`src/rtl/core/mcl_pkg.sv`:
```
// shared types, widths and constant-divisor remainder functions for the channel argmax block
package mcl_pkg;

    localparam int LEVEL_W      = 8;
    localparam int COORD_W      = 16;
    localparam int POS_W        = COORD_W + 1;
    localparam int LABEL_W      = 4;
    localparam int CH_CNT_W     = 4;
    localparam int MAX_CHANNELS = 8;
    localparam int REM_W        = 3;

    localparam logic [CH_CNT_W-1:0] CH_CNT_RESET = CH_CNT_W'(8);

    // load strobes of the four pipeline stages
    typedef struct packed {
        logic a;
        logic b;
        logic c;
        logic d;
    } stage_en_t;

    typedef logic [REM_W-1:0] rem_arr_t [MAX_CHANNELS];

    // remainder by 3: fold 2-bit digits since 4 = 1 mod 3
    function automatic logic [REM_W-1:0] mod3(input logic [POS_W-1:0] x);
        logic [4:0] s1;
        logic [2:0] s2;
        s1 = 5'(x[16]);
        for (int i = 0; i < 8; i++)
        begin
            s1 = s1 + 5'(x[2*i +: 2]);
        end
        s2 = 3'(s1[1:0]) + 3'(s1[3:2]) + 3'(s1[4]);
        if (s2 >= 3'd3)
        begin
            s2 = s2 - 3'd3;
        end
        if (s2 >= 3'd3)
        begin
            s2 = s2 - 3'd3;
        end
        return s2;
    endfunction

    // remainder by 5: fold 4-bit digits since 16 = 1 mod 5
    function automatic logic [REM_W-1:0] mod5(input logic [POS_W-1:0] x);
        logic [5:0] s1;
        logic [4:0] s2;
        s1 = 6'(x[16]);
        for (int i = 0; i < 4; i++)
        begin
            s1 = s1 + 6'(x[4*i +: 4]);
        end
        s2 = 5'(s1[3:0]) + 5'(s1[5:4]);
        for (int j = 0; j < 3; j++)
        begin
            if (s2 >= 5'd5)
            begin
                s2 = s2 - 5'd5;
            end
        end
        return s2[REM_W-1:0];
    endfunction

    // remainder by 7: fold 3-bit digits since 8 = 1 mod 7
    function automatic logic [REM_W-1:0] mod7(input logic [POS_W-1:0] x);
        logic [5:0] s1;
        logic [3:0] s2;
        s1 = 6'(x[16:15]);
        for (int i = 0; i < 5; i++)
        begin
            s1 = s1 + 6'(x[3*i +: 3]);
        end
        s2 = 4'(s1[2:0]) + 4'(s1[5:3]);
        if (s2 >= 4'd7)
        begin
            s2 = s2 - 4'd7;
        end
        return s2[REM_W-1:0];
    endfunction

    // remainder by 6 from the remainder by 3 and the parity
    function automatic logic [REM_W-1:0] mod6(input logic [POS_W-1:0] x);
        logic [REM_W-1:0] r3;
        r3 = mod3(x);
        if (r3[0] == x[0])
        begin
            return r3;
        end
        return r3 + 3'd3;
    endfunction

endpackage

```
`src/rtl/core/mcl_in_if.sv`:
```
// pixel request channel: eight channel levels plus the pixel coordinates
interface mcl_in_if;
    logic       valid;
    logic       ready;
    logic [7:0] level_0;
    logic [7:0] level_1;
    logic [7:0] level_2;
    logic [7:0] level_3;
    logic [7:0] level_4;
    logic [7:0] level_5;
    logic [7:0] level_6;
    logic [7:0] level_7;
    logic [15:0] column;
    logic [15:0] row;

    modport source (
        output valid, level_0, level_1, level_2, level_3,
               level_4, level_5, level_6, level_7, column, row,
        input  ready
    );

    modport sink (
        input  valid, level_0, level_1, level_2, level_3,
               level_4, level_5, level_6, level_7, column, row,
        output ready
    );
endinterface

```
`src/rtl/core/mcl_out_if.sv`:
```
// label request channel carrying the winning channel number
interface mcl_out_if;
    logic       valid;
    logic       ready;
    logic [3:0] label;

    modport source (
        output valid, label,
        input  ready
    );

    modport sink (
        input  valid, label,
        output ready
    );
endinterface

```
`src/rtl/core/max_channel_label_top.sv`:
```
// top level of the per-pixel channel argmax labeler
//
// Each pixel request on pix carries one byte per channel plus the pixel's
// column and row; res returns one label per pixel, in order. The label is
// the 1-based number of the channel with the largest value among the first
// channels_used channels (0 or above NUM_CHANNELS is clamped to 1 or
// NUM_CHANNELS). Ties are broken by (column + row) modulo the tie count,
// indexing the tied channels in ascending order; an all-zero pixel gives 0.
// cfg_we/cfg_wdata write channels_used; write it only while no pixel is
// in flight.
// An accepted pixel passes the four register stages (capture, lane max, tie
// detect, pick) in that order before its label appears on res. One pixel is
// accepted per cycle while pix.ready is high. When res stalls, stages keep
// filling until every bubble is taken, then pix.ready drops.
// Reset empties the pipeline and sets channels_used to 8.
module max_channel_label_top #(
    parameter int NUM_CHANNELS = 8
) (
    input  logic                           clk,
    input  logic                           rst_n,
    input  logic                           cfg_we,
    input  logic [mcl_pkg::CH_CNT_W-1:0]   cfg_wdata,
    mcl_in_if.sink                         pix,
    mcl_out_if.source                      res
);

    logic [mcl_pkg::CH_CNT_W-1:0] ch_cnt_reg;
    logic [mcl_pkg::CH_CNT_W-1:0] ch_eff;
    logic                         va_reg;
    logic                         vb_reg;
    logic                         vc_reg;
    logic                         vd_reg;
    mcl_pkg::stage_en_t           en;
    logic [mcl_pkg::POS_W-1:0]    pos_a_reg;
    logic [mcl_pkg::POS_W-1:0]    pos_a_next;
    logic [mcl_pkg::LEVEL_W-1:0]  level_arr [mcl_pkg::MAX_CHANNELS];
    logic [mcl_pkg::LEVEL_W-1:0]  value_a [NUM_CHANNELS];
    logic [mcl_pkg::LEVEL_W-1:0]  best;
    logic [NUM_CHANNELS-1:0]      tie_c;

    // channel count register
    always_ff @(posedge clk or negedge rst_n)
    begin
        if (!rst_n)
        begin
            ch_cnt_reg <= mcl_pkg::CH_CNT_RESET;
        end
        else if (cfg_we)
        begin
            ch_cnt_reg <= cfg_wdata;
        end
    end

    // clamp the count into 1..NUM_CHANNELS
    always_comb
    begin
        ch_eff = ch_cnt_reg;
        if (ch_eff == '0)
        begin
            ch_eff = mcl_pkg::CH_CNT_W'(1);
        end
        if (ch_eff > mcl_pkg::CH_CNT_W'(NUM_CHANNELS))
        begin
            ch_eff = mcl_pkg::CH_CNT_W'(NUM_CHANNELS);
        end
    end

    // stage loads: a stage moves when it is empty or its successor moves
    assign en.d = !vd_reg || res.ready;
    assign en.c = !vc_reg || en.d;
    assign en.b = !vb_reg || en.c;
    assign en.a = !va_reg || en.b;
    assign pix.ready = en.a;

    always_ff @(posedge clk or negedge rst_n)
    begin
        if (!rst_n)
        begin
            va_reg <= 1'b0;
            vb_reg <= 1'b0;
            vc_reg <= 1'b0;
            vd_reg <= 1'b0;
        end
        else
        begin
            if (en.a)
            begin
                va_reg <= pix.valid;
            end
            if (en.b)
            begin
                vb_reg <= va_reg;
            end
            if (en.c)
            begin
                vc_reg <= vb_reg;
            end
            if (en.d)
            begin
                vd_reg <= vc_reg;
            end
        end
    end

    // tie-break position
    assign pos_a_next = mcl_pkg::POS_W'(pix.column) + mcl_pkg::POS_W'(pix.row);

    always_ff @(posedge clk)
    begin
        if (en.a)
        begin
            pos_a_reg <= pos_a_next;
        end
    end

    assign level_arr[0] = pix.level_0;
    assign level_arr[1] = pix.level_1;
    assign level_arr[2] = pix.level_2;
    assign level_arr[3] = pix.level_3;
    assign level_arr[4] = pix.level_4;
    assign level_arr[5] = pix.level_5;
    assign level_arr[6] = pix.level_6;
    assign level_arr[7] = pix.level_7;

    // one lane per channel
    for (genvar g = 0; g < NUM_CHANNELS; g++)
    begin : g_lane
        mcl_lane u_lane (
            .clk     (clk),
            .en      (en),
            .level   (level_arr[g]),
            .active  (mcl_pkg::CH_CNT_W'(g) < ch_eff),
            .best    (best),
            .value_a (value_a[g]),
            .tie_c   (tie_c[g])
        );
    end

    mcl_max #(
        .NUM_CHANNELS (NUM_CHANNELS)
    ) u_max (
        .clk   (clk),
        .en    (en),
        .value (value_a),
        .best  (best)
    );

    mcl_pick #(
        .NUM_CHANNELS (NUM_CHANNELS)
    ) u_pick (
        .clk   (clk),
        .en    (en),
        .pos_a (pos_a_reg),
        .tie_c (tie_c),
        .label (res.label)
    );

    assign res.valid = vd_reg;

endmodule

```
`src/rtl/core/mcl_lane.sv`:
```
// one channel lane: gated level capture and tie detection against the maximum
module mcl_lane (
    input  logic                         clk,
    input  mcl_pkg::stage_en_t           en,
    input  logic [mcl_pkg::LEVEL_W-1:0]  level,
    input  logic                         active,
    input  logic [mcl_pkg::LEVEL_W-1:0]  best,
    output logic [mcl_pkg::LEVEL_W-1:0]  value_a,
    output logic                         tie_c
);

    logic [mcl_pkg::LEVEL_W-1:0] value_a_reg;
    logic [mcl_pkg::LEVEL_W-1:0] value_a_next;
    logic [mcl_pkg::LEVEL_W-1:0] value_b_reg;
    logic                        tie_c_reg;
    logic                        tie_c_next;

    // channels outside the configured count read as zero
    assign value_a_next = active ? level : '0;

    // a lane ties when it holds a nonzero maximum
    assign tie_c_next = (value_b_reg == best) && (best != '0);

    always_ff @(posedge clk)
    begin
        if (en.a)
        begin
            value_a_reg <= value_a_next;
        end
        if (en.b)
        begin
            value_b_reg <= value_a_reg;
        end
        if (en.c)
        begin
            tie_c_reg <= tie_c_next;
        end
    end

    assign value_a = value_a_reg;
    assign tie_c   = tie_c_reg;

endmodule

```
`src/rtl/core/mcl_max.sv`:
```
// merge stage: maximum over all lane values
module mcl_max #(
    parameter int NUM_CHANNELS = 8
) (
    input  logic                         clk,
    input  mcl_pkg::stage_en_t           en,
    input  logic [mcl_pkg::LEVEL_W-1:0]  value [NUM_CHANNELS],
    output logic [mcl_pkg::LEVEL_W-1:0]  best
);

    logic [mcl_pkg::LEVEL_W-1:0] best_reg;
    logic [mcl_pkg::LEVEL_W-1:0] best_next;

    // running compare across the lanes
    always_comb
    begin
        best_next = '0;
        for (int i = 0; i < NUM_CHANNELS; i++)
        begin
            if (value[i] > best_next)
            begin
                best_next = value[i];
            end
        end
    end

    always_ff @(posedge clk)
    begin
        if (en.b)
        begin
            best_reg <= best_next;
        end
    end

    assign best = best_reg;

endmodule

```
`src/rtl/core/mcl_pick.sv`:
```
// merge stage: tie-break remainders and selection of the winning lane
module mcl_pick #(
    parameter int NUM_CHANNELS = 8
) (
    input  logic                         clk,
    input  mcl_pkg::stage_en_t           en,
    input  logic [mcl_pkg::POS_W-1:0]    pos_a,
    input  logic [NUM_CHANNELS-1:0]      tie_c,
    output logic [mcl_pkg::LABEL_W-1:0]  label
);

    mcl_pkg::rem_arr_t            rem_b_reg;
    mcl_pkg::rem_arr_t            rem_b_next;
    mcl_pkg::rem_arr_t            rem_c_reg;
    logic [mcl_pkg::LABEL_W-1:0]  label_reg;
    logic [mcl_pkg::LABEL_W-1:0]  label_next;
    logic [mcl_pkg::CH_CNT_W-1:0] tie_cnt;
    logic [mcl_pkg::CH_CNT_W-1:0] run_cnt;
    logic [mcl_pkg::REM_W-1:0]    pick_idx;

    // position modulo every possible tie count, entry t-1 for count t
    always_comb
    begin
        rem_b_next[0] = '0;
        rem_b_next[1] = 3'(pos_a[0]);
        rem_b_next[2] = mcl_pkg::mod3(pos_a);
        rem_b_next[3] = 3'(pos_a[1:0]);
        rem_b_next[4] = mcl_pkg::mod5(pos_a);
        rem_b_next[5] = mcl_pkg::mod6(pos_a);
        rem_b_next[6] = mcl_pkg::mod7(pos_a);
        rem_b_next[7] = pos_a[2:0];
    end

    // count the ties, then take the tied lane whose rank matches the remainder
    always_comb
    begin
        tie_cnt = '0;
        for (int i = 0; i < NUM_CHANNELS; i++)
        begin
            tie_cnt = tie_cnt + mcl_pkg::CH_CNT_W'(tie_c[i]);
        end
        pick_idx = rem_c_reg[mcl_pkg::REM_W'(tie_cnt - 4'd1)];
        run_cnt = '0;
        label_next = '0;
        for (int i = 0; i < NUM_CHANNELS; i++)
        begin
            if (tie_c[i] && (run_cnt == mcl_pkg::CH_CNT_W'(pick_idx)))
            begin
                label_next = mcl_pkg::LABEL_W'(i + 1);
            end
            run_cnt = run_cnt + mcl_pkg::CH_CNT_W'(tie_c[i]);
        end
        if (tie_cnt == '0)
        begin
            label_next = '0;
        end
    end

    always_ff @(posedge clk)
    begin
        if (en.b)
        begin
            rem_b_reg <= rem_b_next;
        end
        if (en.c)
        begin
            rem_c_reg <= rem_b_reg;
        end
        if (en.d)
        begin
            label_reg <= label_next;
        end
    end

    assign label = label_reg;

endmodule
```
`src/flat_wrapper.sv`:
```
// flat-port wrapper written by rule: the top's interface ports become plain ports
module max_channel_label_top_flat 
#(
    parameter int NUM_CHANNELS = 8
)
  (clk, rst_n, cfg_we, cfg_wdata, pix_valid, pix_level_0, pix_level_1, pix_level_2, pix_level_3, pix_level_4, pix_level_5, pix_level_6, pix_level_7, pix_column, pix_row, pix_ready, res_valid, res_label, res_ready);
  mcl_in_if pix_i ();
  mcl_out_if res_i ();
  input  logic clk;
  input  logic rst_n;
  input  logic cfg_we;
  input  logic [mcl_pkg::CH_CNT_W-1:0] cfg_wdata;
  input wire logic [$bits(pix_i.valid)-1:0] pix_valid;
  input wire logic [$bits(pix_i.level_0)-1:0] pix_level_0;
  input wire logic [$bits(pix_i.level_1)-1:0] pix_level_1;
  input wire logic [$bits(pix_i.level_2)-1:0] pix_level_2;
  input wire logic [$bits(pix_i.level_3)-1:0] pix_level_3;
  input wire logic [$bits(pix_i.level_4)-1:0] pix_level_4;
  input wire logic [$bits(pix_i.level_5)-1:0] pix_level_5;
  input wire logic [$bits(pix_i.level_6)-1:0] pix_level_6;
  input wire logic [$bits(pix_i.level_7)-1:0] pix_level_7;
  input wire logic [$bits(pix_i.column)-1:0] pix_column;
  input wire logic [$bits(pix_i.row)-1:0] pix_row;
  output wire logic [$bits(pix_i.ready)-1:0] pix_ready;
  output wire logic [$bits(res_i.valid)-1:0] res_valid;
  output wire logic [$bits(res_i.label)-1:0] res_label;
  input wire logic [$bits(res_i.ready)-1:0] res_ready;
  assign pix_i.valid = pix_valid;
  assign pix_i.level_0 = pix_level_0;
  assign pix_i.level_1 = pix_level_1;
  assign pix_i.level_2 = pix_level_2;
  assign pix_i.level_3 = pix_level_3;
  assign pix_i.level_4 = pix_level_4;
  assign pix_i.level_5 = pix_level_5;
  assign pix_i.level_6 = pix_level_6;
  assign pix_i.level_7 = pix_level_7;
  assign pix_i.column = pix_column;
  assign pix_i.row = pix_row;
  assign pix_ready = pix_i.ready;
  assign res_valid = res_i.valid;
  assign res_label = res_i.label;
  assign res_i.ready = res_ready;
  max_channel_label_top #(.NUM_CHANNELS(NUM_CHANNELS)) u_core (.clk(clk), .rst_n(rst_n), .cfg_we(cfg_we), .cfg_wdata(cfg_wdata), .pix(pix_i), .res(res_i));
endmodule
```
`config.mk`:
```
export PLATFORM = sky130hd
export DESIGN_NAME = max_channel_label_top_flat
export DESIGN_NICKNAME = d
export VERILOG_FILES = /design/src/rtl/core/mcl_pkg.sv /design/src/rtl/core/mcl_in_if.sv /design/src/rtl/core/mcl_out_if.sv /design/src/rtl/core/max_channel_label_top.sv /design/src/rtl/core/mcl_lane.sv /design/src/rtl/core/mcl_max.sv /design/src/rtl/core/mcl_pick.sv /design/src/flat_wrapper.sv
export SDC_FILE = /design/constraint.sdc
export NUM_CORES = 1
export LEC_CHECK = 0
export BUFFER_PORTS_ARGS = -buffer_cell sky130_fd_sc_hd__buf_2
export CAP_MARGIN = 15
export CORE_ASPECT_RATIO = 0.5
export CORE_MARGIN = 2
export CORE_UTILIZATION = 60
export CTS_CLUSTER_SIZE = 20
export DETAILED_ROUTE_END_ITERATION = 6
export PLACE_DENSITY = 0.82
export SYNTH_ARGS = -nofsm -noshare
export SYNTH_HDL_FRONTEND = slang
export SYNTH_SLANG_ARGS = --single-unit
```
`constraint.sdc`:
```
create_clock -name clk -period 27.1 [get_ports clk]
set_input_delay 5.42 -clock clk [delete_from_list [all_inputs] [get_ports clk]]
set_output_delay 5.42 -clock clk [all_outputs]
set_load 0.03 [all_outputs]
```
==> flow_summary_export.csv <==
group,metric,value,unit
status,status,"completed",
placed_design,place_congestion,0.898,
timing,tightest_slew,1.14,ns
global_routing,antenna_found_initial,0,
timing,fin_tns_setup,0,ns
synth,syn_inst,1093,
synth,synth.distinct_cells,67,
global_routing,grt_max_degree,89,
timing,rsz0062_at_grt,"no",
clock_network,clk_latency,0.51,ns
synth,synth.avg_cell_area,11.8,um2
synth,synth_top_area_share,45.4,%
critical_path,cpMaxStageDelayCell,"a311oi_4",
critical_path,r2r_slack,12.73,ns
worst_hold_path,holdCritStartpoint,"u_core.u_pick.rem_b_reg[4]",
critical_path,path_buf_inv,4,
routing,post-route-drc-count,0,
critical_path,cp.required,27.35,ns
global_routing,grt_util_all_layers,25.1,%
timing,fmax,69.6,MHz
synth,yosys.area.top_type,"edfxtp_1",
layout,area_growth,11.5,%
critical_path,critPathKind,"reg -> reg",
clock_network,post-cts-setup-buffers,0,
floorplanning,std_cell_rows,37,
synth,ys_seq_area_share,47.0,%
routing,postRouteAntennaNets,0,
layout,antennaDiodeCount,0,
layout,most-common-layout-cells,"195 x edfxtp_1, 114 x ha_1, 110 x buf_2",
critical_path,critical_path.max_stage_delay,0.71,ns
critical_path,crit_cells,62,
clock_network,htreeDepth,1,
worst_hold_path,holdPathEnd,"u_core.u_pick.rem_c_reg[4]",
global_routing,grt_pass1_vias,8640,
timing,final.min_clock_period,14.37,ns
synth,synth_fp_nets,1349,
clock_network,ctsHoldBuffers,0,
clock_network,post_cts_resize_count,0,
timing,final.period_utilization,53.0,%
critical_path,reg2reg_depth,62,
floorplanning,ios,111,
placed_design,dpl.hpwl,21.1,mm
clock_network,cts_tree,"built",
routing,drtPass1Iterations,5,
timing,hold_viol,0,
floorplanning,die_w,211,um
clock_network,clk_pin_slew,0.07,ns
flow_run,cap_violations,0,
synth,synth-main-ff-cell,"edfxtp_1",
synth,synthTopCellsByArea,"edfxtp_1 45%, ha_1 11%, fa_1 5.7%",
synth,netlist_area,12900,um2
layout,fin_nets,1459,
critical_path,critical_path_arrival,14.62,ns
global_routing,grt_pass1_wl,43.7,mm
routing,routed_wl,27.8,mm
clock_network,clock_sinks,203,
routing,wl_per_cell,18.6,um
routing,viasPerCell,5.76,
synth,synth_warnings,0,
clock_network,cts_buffers,20,
critical_path,rr_endpoint,"u_core.u_max.best[5]",
layout,mostFrequentLayoutCell,"edfxtp_1",
critical_path,cpLargestDelayFamily,"compound AO/OA/AOI/OAI gates",
clock_network,cts_root_buf,"clkbuf_16",
floorplanning,die_h,108,um
critical_path,cp-end-kind,"register",
timing,relSlewSlack,23.7,%
timing,clock_skew,0.0190,ns
clock_network,cts_buffer_depth,3,
timing,finalSetupViolCount,0,
placed_design,port_buffers,110,
synth,yosys_register_bits,203,
routing,num_vias,8577,
floorplanning,dieArea,22700,um2
critical_path,r2r_start,"u_core.g_lane[0].u_lane.value_a[1]",
synth,async_reset_ff_share,3.94,%
critical_path,worstPathMaxFanout,15,
critical_path,worst_path_most_repeated_cell,"a21oi_1",
timing,drv_slew,0,
global_routing,gr-total-overflow,0,
worst_hold_path,hold_depth,0,
critical_path,startpoint_type,"register",
worst_hold_path,hp-class,"reg -> reg",
layout,drive_gt1_share,15.3,%
floorplanning,core,20800,um2
routing,initialDrtViolationCount,576,
floorplanning,start_util,61.9,%
synth,synth_edf_count,195,
## cells by family (layout without fill, tap and decap cells)
family          Yosys count  count (layout)  share of synthesized area, %
compound gates          192             192                          10.1
xor+xnor                121             121                          8.22
fa+ha+maj               152             152                          16.9
buf+inv                 128             252                          3.76
flops                   203             203                          47.0
mux                      41              41                          3.63
simple gates            256             256                          10.5
## routing by layer
| layer | vias up | track usage, % | part of all wire [%] |
|---|---|---|---|
| li1 | 4135 | - | - |
| met1 | 4176 | 32.5 | 44 |
| met2 | 210 | 44.1 | 49 |
| met3 | 56 | 3.59 | 4.5 |
| met4 | 0 | 7.95 | 2.5 |
| met5 | - | 0 | 0 |
## worst max-delay path by stage
stage / endpoint / startpoint
floorplan: pix_ready / res_ready
global placement: u_core.u_max.best[3] / u_core.g_lane[1].u_lane.value_a[1]
detailed placement: u_core.u_max.best[3] / u_core.g_lane[0].u_lane.value_a[1]
CTS: u_core.u_max.best[3] / u_core.g_lane[0].u_lane.value_a[1]
global route: u_core.u_max.best[5] / u_core.g_lane[0].u_lane.value_a[1]
finish: u_core.u_max.best[5] / u_core.g_lane[0].u_lane.value_a[1]
## synth_stat cells, drive strengths merged (12+ instances only)
library cell / count
nand2: 44
and2: 22
xor2: 74
o21ai: 45
fa: 37
xnor2: 47
nand4: 18
mux2: 23
mux2i: 16
edfxtp: 195
nor2: 48
a21oi: 59
nor2b: 55
a21o: 18
ha: 114
nand3: 17
inv: 102
nor3: 14
clkbuf: 23
nor4: 12
## worst register-to-register path: cells and delay by family, from the launching register on
kind | cells | cell delay (ns)
simple gates | 11 | 2.14
flops | 1 | 0.41
mux | 4 | 1.36
fa+ha+maj | 7 | 2.00
buf+inv | 4 | 0.34
compound gates | 36 | 7.86
## per-stage QoR
step                area, um2  instances  worst slack, ns  utilization [%]  hold slack [ns]
floorplan               12900       1093            13.51                -            0.400
global placement        13700       1454            13.62             65.9            0.404
detailed placement      13700       1454            12.96             65.9            0.407
CTS                     14400       1490            12.89             69.0            0.415
global route            14400       1490            11.62             69.0            0.426
finish                  14400       1490            12.73             69.0            0.411
## final cells by class
| class | instances | area, um2 |
|---|---|---|
| fill | 1508 | 6460 |
| multi-input combinational | 762 | 6360 |
| sequential | 203 | 6060 |
| timing repair buffer | 114 | 581 |
| clock buffer | 23 | 533 |
| inverter | 102 | 383 |
| tap | 273 | 342 |
| clock inverter | 13 | 115 |
Power is left out: the tool's default activity adds up to more than one toggle a clock period on the data nets, which glitch-free logic cannot reach.
